## src/sv/polyline_arc_length_tex_coords_assert.svh

```systemverilog
`ifndef POLYLINE_ARC_LENGTH_TEX_COORDS_ASSERT_SVH
`define POLYLINE_ARC_LENGTH_TEX_COORDS_ASSERT_SVH

// Antecedent implies consequent in the same cycle.
`define PALT_ASSERT_IMPL(lbl, ante, cons, msg) \
  lbl: assert property (@(posedge clk_i) disable iff (!rst_ni) (ante) |-> (cons)) \
    else $error(msg);

// Antecedent implies consequent in the next cycle.
`define PALT_ASSERT_NEXT(lbl, ante, cons, msg) \
  lbl: assert property (@(posedge clk_i) disable iff (!rst_ni) (ante) |=> (cons)) \
    else $error(msg);

`endif

```

## src/sv/palt_pkg.sv

```systemverilog
package palt_pkg;

  localparam int MAX_VERTICES = 64;
  localparam int IDX_W = 6;
  localparam int CNT_W = 7;

  typedef struct packed {
    logic signed [31:0] pos_x;
    logic signed [31:0] pos_y;
    logic               is_control;
    logic               auto_texture;
    logic signed [31:0] anchor_coord;
    logic               last_vertex;
  } in_word_t;

  typedef struct packed {
    logic [IDX_W-1:0]   vertex_index;
    logic signed [31:0] tex_u;
    logic               overflowed;
    logic               last_result;
  } out_word_t;

  typedef enum logic [1:0] {
    OP_MUL,
    OP_SQRT,
    OP_DIV
  } op_e;

  typedef struct packed {
    logic start;
    op_e  op;
  } iter_cmd_t;

endpackage

```

## src/sv/palt_iter.sv

```systemverilog
module palt_iter (
  input  logic                clk_i,
  input  logic                rst_ni,
  input  palt_pkg::iter_cmd_t cmd_i,
  input  logic [65:0]         opa_i,
  input  logic [38:0]         opb_i,
  output logic                done_o,
  output logic [65:0]         res_o
);
  import palt_pkg::*;

  localparam logic [5:0] ITERS = 6'd33;

  logic [5:0]  cnt_q;
  logic        done_q;
  op_e         op_q;
  logic [65:0] acc_q, mc_q;
  logic [32:0] mp_q;
  logic [65:0] rad_q;
  logic [34:0] srem_q;
  logic [32:0] root_q;
  logic [39:0] drem_q;
  logic [38:0] den_q;
  logic [32:0] quo_q;

  logic [36:0] sr_n, strial, sdiff;
  logic        sge;
  logic [39:0] dsh, ddiff;
  logic        dge;

  always_comb begin
    sr_n   = {srem_q, rad_q[65:64]};
    strial = {2'b00, root_q, 2'b01};
    sge    = (sr_n >= strial);
    sdiff  = sr_n - strial;
    dsh    = (cnt_q == ITERS) ? drem_q : {drem_q[38:0], 1'b0};
    dge    = (dsh >= {1'b0, den_q});
    ddiff  = dsh - {1'b0, den_q};
  end

  always_ff @(posedge clk_i or negedge rst_ni) begin
    if (!rst_ni) begin
      cnt_q  <= '0;
      done_q <= 1'b0;
    end else begin
      done_q <= (cnt_q == 6'd1);
      if (cmd_i.start) begin
        cnt_q <= ITERS;
      end else if (cnt_q != '0) begin
        cnt_q <= cnt_q - 6'd1;
      end
    end
  end

  always_ff @(posedge clk_i) begin
    if (cmd_i.start) begin
      op_q   <= cmd_i.op;
      acc_q  <= '0;
      mc_q   <= {33'd0, opa_i[32:0]};
      mp_q   <= opb_i[32:0];
      rad_q  <= opa_i;
      srem_q <= '0;
      root_q <= '0;
      drem_q <= {1'b0, opa_i[38:0]};
      den_q  <= opb_i;
      quo_q  <= '0;
    end else if (cnt_q != '0) begin
      acc_q  <= mp_q[0] ? acc_q + mc_q : acc_q;
      mc_q   <= {mc_q[64:0], 1'b0};
      mp_q   <= {1'b0, mp_q[32:1]};
      rad_q  <= {rad_q[63:0], 2'b00};
      srem_q <= sge ? sdiff[34:0] : sr_n[34:0];
      root_q <= {root_q[31:0], sge};
      drem_q <= dge ? ddiff : dsh;
      quo_q  <= {quo_q[31:0], dge};
    end
  end

  always_comb begin
    unique case (op_q)
      OP_MUL:  res_o = acc_q;
      OP_SQRT: res_o = {33'd0, root_q};
      OP_DIV:  res_o = {33'd0, quo_q};
      default: res_o = acc_q;
    endcase
  end

  assign done_o = done_q;

endmodule

```

## config.mk

```make
export PLATFORM = sky130hd
export DESIGN_NAME = palt_iter
export DESIGN_NICKNAME = d
export VERILOG_FILES = /design/src/sv/polyline_arc_length_tex_coords_assert.svh /design/src/sv/palt_pkg.sv /design/src/sv/palt_iter.sv
export SDC_FILE = /design/constraint.sdc
export NUM_CORES = 1
export LEC_CHECK = 0
export ABC_AREA = 1
export BUFFER_PORTS_ARGS = -buffer_cell sky130_fd_sc_hd__buf_2
export CAP_MARGIN = 0
export CORE_MARGIN = 4
export CORE_UTILIZATION = 55
export DETAILED_ROUTE_END_ITERATION = 7
export PLACE_DENSITY = 0.72
export SLEW_MARGIN = 20
export SYNTH_ARGS = -nofsm -noshare
export SYNTH_HDL_FRONTEND = slang
export SYNTH_SLANG_ARGS = --single-unit
export TNS_END_PERCENT = 1
```

## constraint.sdc

```tcl
create_clock -name clk_i -period 13.8 [get_ports clk_i]
set_input_delay 2.07 -clock clk_i [delete_from_list [all_inputs] [get_ports clk_i]]
set_output_delay 2.07 -clock clk_i [all_outputs]
set_load 0.02 [all_outputs]
```

==> qor.csv, run 1 <==
metric,value,unit
critical path's largest stage delay,0.79,ns
Layout Nets,4582,
site row count,82,
share of layout cells above drive strength 1,7.66,%
CP Cell Sequence,inv_1 -> ha_1 -> nand3_4 -> inv_2 -> o21ai_0 -> ha_1 -> a21oi_1 -> o21ai_0 -> a21oi_1 -> nand3_2 -> nand2_2 -> nand2_2 -> nand2_1 -> nand2_1 -> nand2_1 -> nand2_1,
Final Hold Viols,0,
drt pass-1 iters,7,
Vias,27000,
total routed wirelength,86300,um
Fillers,4892,
later-pin clock latency in the skew report,0.61,ns
deepest clock path buffer count,3,
WP buf/inv,2,
Tmin final,5.39,ns
worst vdd ir,0.149,mV
met1 Usage GRT,42.4,%
Setup Viol. Count Final,0,
H-tree depth,2,
root buf cell,clkbuf_16,
CP Launch Type,register,
Crit-path slowest cell,nand2_2,
syn_nets,4461,
met3 Track Usage GR,2.99,%
count of unique library cells instantiated by Yosys,50,
Max Slew Vio Count,0,
Yosys top cell area share,22.4,%
number of routed nets with antenna violations,0,
Core ar.,50600,um2
Clock Skew,0.0315,ns
Initial Util,56.0,%
status,"complete, no violations",
HP Class,reg2reg,
RSZ-0062 raised after global routing,no,
most frequent cells after synthesis,"1,474 x nand2_1, 710 x inv_1, 323 x nor2_1, 224 x nand3_1, 211 x edfxtp_1",
Max Cap Viol,0,
sequential share of the synthesized area,37.2,%
"Reg clk slew, reported paths",0.06,ns
Iteration-0 DRC Markers,2443,
Yosys reg bits,419,
num ports,177,
Crit Path Class,reg2reg,
worst slew pin tran,1.10,ns
"reg-to-reg slack, setup",8.41,ns
Post-Syn Area per Cell,6.73,um2
YS warnings,0,
Required @ worst endpoint,14.16,ns
Post-CTS Hold Buffers,0,
first-pass GRT wire length,135000,um
grt met2 use,49.4,%
I/O Buffers,176,
leakage,0.0159,uW
Placer Congestion,0.993,
chip width,235,um
CP most frequent cell,nand2_1,
wire per inst,17.2,um
DRC,0,
final instance area,31100,um2
cts bufs inserted,46,
initial antenna violation count,0,
post-synth top area cell,edfxtp_1,
Post-Syn Area,28300,um2
CTS tree,built,
Synth Flop Type,edfxtp_1,
largest net degree at the start of global routing,107,
Post-Place Setup Slack,8.50,ns
Power Density,214,nW/um2
post-DP HPWL,66500,um
post-cts resize count,0,
Worst setup EP type,register,
async set or reset register ratio after synthesis,1.67,%
final worst-path cycle share,39.0,%
crit path DAT,5.75,ns
vias in the first global route,25000,
Layout area overhead,9.92,%
GR Overflow Total,0,
setup ws final,8.41,ns
Post-CTS Setup Bufs,0,
maximum clock rate,0.186,GHz
Synth area leaders,"edfxtp_1 22%, nand2_1 20%, dfxtp_1 14%",
DR vias/cell,5.37,
Placement Cell Area,29600,um2
Syn Inst Count,4206,
"EDFF count, synth",211,
Total GRT Usage,30.1,%
Slew HR,26.3,%
ANT cells,0,
die height,235,um
"CP delay by family, top",simple AND/OR/NAND/NOR gates,
die area,55200,um2
TNS Setup,0,ns
clk sink count,419,
GRT busiest layer,met2,
CP max FO,53,
most common cell in the synthesized netlist,nand2_1,
## state kept, by name, indices dropped and copies added (netlist names), 33 cells and up
name,count
rad_q,66
srem_q,35
drem_q,40
mp_q,33
mc_q,65
quo_q,33
acc_q,66
root_q,33
den_q,39
## worst paths after layout
check | from | endpoint | depth (start not counted)
worst min-delay path | quo_q[25]$_SDFFE_PP0P_ | quo_q[25]$_SDFFE_PP0P_ | 2
worst max register to register | cnt_q[1]$_DFFE_PN0P_ | drem_q[25]$_DFFE_PP_ | 16
worst min register to register | quo_q[25]$_SDFFE_PP0P_ | quo_q[25]$_SDFFE_PP0P_ | 2
min in group asynchronous | rst_ni | done_o$_DFF_PN0_ | 1
worst max-delay path | cnt_q[1]$_DFFE_PN0P_ | drem_q[25]$_DFFE_PP_ | 16
max in group asynchronous | rst_ni | cnt_q[0]$_DFFE_PN0P_ | 1
## cells in the final DEF, fill, tap and decap left out, types with 143 or more instances in the layout
cell type	count
a21oi_1	208
buf_2	175
dfxtp_1	201
edfxtp_1	211
ha_1	143
inv_1	710
nand2_1	1473
nand3_1	224
nor2_1	323
o21ai_0	173
## per-layer routing
layer | part of all wire (%) | vias up
met4 | 3.1 | 0
met3 | 6.4 | 140
met1 | 45 | 12400
met5 | 0 | -
met2 | 45 | 878
li1 | - | 13600
## report_power, final
part | total [uW] | internal [uW] | switching, uW
clock | 1240 | 713 | 525
combinational | 3680 | 1220 | 2460
sequential | 1750 | 1600 | 152
total | 6670 | 3530 | 3140
## through the flow
step / total power (uW) / hold WS, ns / std cells / utilization (%)
floorplan: 4500 / 0.445 / 4206 / -
global placement: 5360 / 0.464 / 4951 / 58.6
detailed placement: 5380 / 0.468 / 4951 / 58.6
CTS: 6630 / 0.493 / 5031 / 61.5
global route: 7210 / 0.508 / 5031 / 61.5
finish: 6670 / 0.492 / 5031 / 61.5
## cells by family (layout without fill, tap and decap cells)
kind of cell | Yosys count | after routing | share of synthesized area, %
fa+ha+maj | 145 | 145 | 6.46
flops | 419 | 419 | 37.2
simple gates | 2161 | 2161 | 31.4
xor+xnor | 74 | 74 | 2.29
buf+inv | 841 | 994 | 11.5
compound gates | 566 | 566 | 11.2
## tightest hold or removal path, stage by stage (launching register included)
cell and delay (ns):
dfxtp_1 0.31, inv_1 0.06, o22ai_1 0.07
## final cells by class
cell class                      instances  area (um2)  area share, %
Clock buffer                           64        1290           4.14
Clock inverter                         16         203          0.651
Inverter                              725        2740           8.80
Multi-Input combinational cell       2946       14500           46.7
Sequential cell                       419       10500           33.8
Tap cell                              672         841           2.70
Timing Repair Buffer                  189         985           3.16
(Power assumes the default switching activity.)
==> run 2, diff against run 1 <==
--- a/config.mk
+++ b/config.mk
@@ -11,7 +11,7 @@
 export CORE_MARGIN = 4
 export CORE_UTILIZATION = 55
 export DETAILED_ROUTE_END_ITERATION = 7
-export PLACE_DENSITY = 0.72
+export PLACE_DENSITY = 0.75
 export SLEW_MARGIN = 20
 export SYNTH_ARGS = -nofsm -noshare
 export SYNTH_HDL_FRONTEND = slang
==> constraint.sdc (replaced) <==
create_clock -name clk_i -period 4.9 [get_ports clk_i]
set_input_delay 0.735 -clock clk_i [delete_from_list [all_inputs] [get_ports clk_i]]
set_output_delay 0.735 -clock clk_i [all_outputs]
set_load 0.02 [all_outputs]
==> run 2 against run 1 <==
  * Final cell count increased by 0.22%
  * Worst setup slack got worse by 7.6 ns
  * Critical path depth increased by 4
  * Utilization increased by 0.14 points
  * Critical endpoint is now drem_q[31]$_DFFE_PP_
  * Clock power increased to 2.8 times the previous value
  * Non-clock buffer count increased by 10
  * Maximum frequency increased by 33%
  * Combinational power increased to 2.8 times the previous value
  * Routed wire length decreased by 0.22%
  * Sequential power increased to 2.8 times the previous value
  * Worst hold slack got worse by 0.19 ns
  * Critical path type unchanged
  * Global-route usage decreased by 0.20 points
==> qor.csv, run 2 (synthesized netlist as in run 1, its figures left out) <==
metric,value,unit,change
Total GRT Usage,29.9,%,was 30.1%
Max Cap Viol,0,,unchanged
Int Power,9890,uW,was 3530 uW
Combinational Power Share,55.5,%,was 55.2%
Final Hold Viols,0,,unchanged
total routed wirelength,86100,um,"was 86,300 um"
Clock Skew,0.0336,ns,was 0.0315 ns
Layout Nets,4592,,"was 4,582"
largest registers,"acc_q (66), rad_q (66), mc_q (65)",,unchanged
Power Density,600,nW/um2,was 214 nW/um2
chip width,235,um,unchanged
leakage,0.0159,uW,about the same
Max Slew Vio Count,0,,unchanged
Worst Setup SP,cnt_q[1]$_DFFE_PN0P_,,unchanged
crit path DAT,4.42,ns,was 5.75 ns
critical path's largest stage delay,0.46,ns,was 0.79 ns
maximum clock rate,0.246,GHz,was 0.186 GHz
DR vias/cell,5.34,,was 5.37
die area,55200,um2,unchanged
CP Cell Sequence,inv_1 -> ha_1 -> nand3_4 -> inv_2 -> nand2_1 -> ha_1 -> inv_1 -> fa_1 -> nand3_1 -> nand2_1 -> nand2_1 -> nand2_1 -> nand3_1 -> nand3_2 -> nand2_2 -> nand2_2 -> buf_4 -> nand3_1 -> nand2_1 -> nand2_1,,was inv_1 -> ha_1 -> nand3_4 -> inv_2 -> o21ai_0 -> ha_1 -> a21oi_1 -> o21ai_0 -> a21oi_1 -> nand3_2 -> nand2_2 -> nand2_2 -> nand2_1 -> nand2_1 -> nand2_1 -> nand2_1
HP Class,in2reg,,was reg2reg
Crit-path slowest cell,buf_4,,was nand2_2
worst r2r src,cnt_q[1]$_DFFE_PN0P_,,unchanged
die height,235,um,unchanged
first-pass GRT wire length,134000,um,"was 135,000 um"
critical hold path startpoint,cmd_i[1],,was quo_q[25]$_SDFFE_PP0P_
post-DP HPWL,66800,um,"was 66,500 um"
status,"complete, no violations",,unchanged
share of layout cells above drive strength 1,7.76,%,was 7.66%
Setup Viol. Count Final,0,,unchanged
DRC,0,,unchanged
Flop pwr share,26.3,%,about the same
Fillers,4910,,"was 4,892"
later-pin clock latency in the skew report,0.61,ns,about the same
post-cts resize count,0,,unchanged
H-tree depth,2,,unchanged
worst vdd ir,0.515,mV,was 0.149 mV
number of routed nets with antenna violations,0,,unchanged
Post-Layout Cell Count,5042,,"was 5,031"
root buf cell,clkbuf_16,,unchanged
I/O Buffers,176,,unchanged
ANT cells,0,,unchanged
Required @ worst endpoint,5.26,ns,was 14.16 ns
largest net degree at the start of global routing,95,,was 107
Crit Path Class,reg2reg,,unchanged
Tmin final,4.06,ns,was 5.39 ns
Worst setup EP type,register,,unchanged
Clk pwr share,18.2,%,was 18.6%
Post-Place Cells,4960,,"was 4,951"
cts bufs inserted,46,,unchanged
Placer Congestion,0.999,,was 0.993
num ports,177,,unchanged
worst slew pin tran,1.03,ns,was 1.10 ns
final worst-path cycle share,82.9,%,was 39.0%
GR Overflow Total,0,,unchanged
Core ar.,50600,um2,unchanged
TNS Setup,0,ns,unchanged
CTS tree,built,,unchanged
clk sink count,419,,unchanged
Initial Util,56.0,%,unchanged
CP most frequent cell,nand2_1,,unchanged
Iteration-0 DRC Markers,2375,,"was 2,443"
vias in the first global route,24900,,was 25.0k
Slew HR,31.5,%,was 26.3%
wire per inst,17.1,um,was 17.2 um
Layout area overhead,10.2,%,was 9.92%
deepest clock path buffer count,3,,unchanged
Vias,26900,,was 27.0k
site row count,82,,unchanged
"most common cell after layout, fill and taps aside",nand2_1,,unchanged
"Reg clk slew, reported paths",0.06,ns,about the same
Sw Pwr,8820,uW,was 3140 uW
Post-CTS Setup Bufs,0,,unchanged
switching share of power,47.2,%,was 47.0%
initial antenna violation count,0,,unchanged
CP Launch Type,register,,unchanged
CP max FO,40,,was 53
RSZ-0062 raised after global routing,no,,unchanged
drt pass-1 iters,8,,was 7
most frequent cells in the layout,"1,473 x nand2_1, 710 x inv_1, 323 x nor2_1, 224 x nand3_1, 211 x edfxtp_1",,unchanged
run 2: cell type report:
cell class	instances	area, um2	area share, %
flip-flops and latches	419	10500	33.8
well taps	672	841	2.69
inverters	725	2740	8.78
clock inverters	22	239	0.766
multi-input cells	2946	14500	46.6
repair buffers	199	1090	3.48
clock buffers	59	1220	3.91
run 2: power by group through the flow:
stage	logic (uW)	clock network, uW	registers, uW
floorplan	7840	0	4830
global placement	10100	0	4960
detailed placement	10200	0	4970
CTS	10300	3460	4910
global route	11600	3600	4990
finish	10400	3410	4920
run 2: final timing paths:
check | end | slack (ns) | cells past startpoint
max | drem_q[31]$_DFFE_PP_ | 0.84 | 20
min | op_q[1]$_DFFE_PP_ | 0.30 | 1
max reg2reg | drem_q[31]$_DFFE_PP_ | 0.84 | 20
min reg2reg | quo_q[32]$_SDFFE_PP0P_ | 0.48 | 2
max in group asynchronous | cnt_q[5]$_DFFE_PN0P_ | 4.23 | 2
min in group asynchronous | cnt_q[0]$_DFFE_PN0P_ | 0.50 | 2
run 2: worst max-delay path, delay by kind of cell, from the launching register on:
| family | cells | cell delay (ns) |
|---|---|---|
| flops | 1 | 0.38 |
| fa+ha+maj | 3 | 0.70 |
| buf+inv | 4 | 1.10 |
| simple gates | 13 | 1.59 |
run 2: timing repair:
| action | 4_1_cts | 5_1_grt |
|---|---|---|
| endpoints found under the hold margin | 7 | 0 |
| hold buffers | 1 | 0 |
| endpoints found under the setup margin | 0 | 0 |
run 2: through the flow:
step | hold WS [ns] | utilization (%) | total power [uW] | setup slack, ns | cell area (um2)
2_1_floorplan | 0.439 | - | 12700 | 0.939 | 28300
5_1_grt | 0.281 | 61.7 | 20200 | 0.486 | 31200
3_3_place_gp | 0.463 | 58.8 | 15100 | 1.05 | 29700
3_5_place_dp | 0.469 | 58.8 | 15200 | 0.913 | 29700
6_report | 0.298 | 61.7 | 18700 | 0.837 | 31200
4_1_cts | 0.270 | 61.7 | 18600 | 0.881 | 31200
run 2: routing by layer:
metal	vias up	GRT usage, %	wire length, um
li1	13600	-	-
met1	12200	42.4	38700
met2	936	46.9	37800
met3	150	4.94	6540
met4	0	9.99	3110
met5	-	0	0
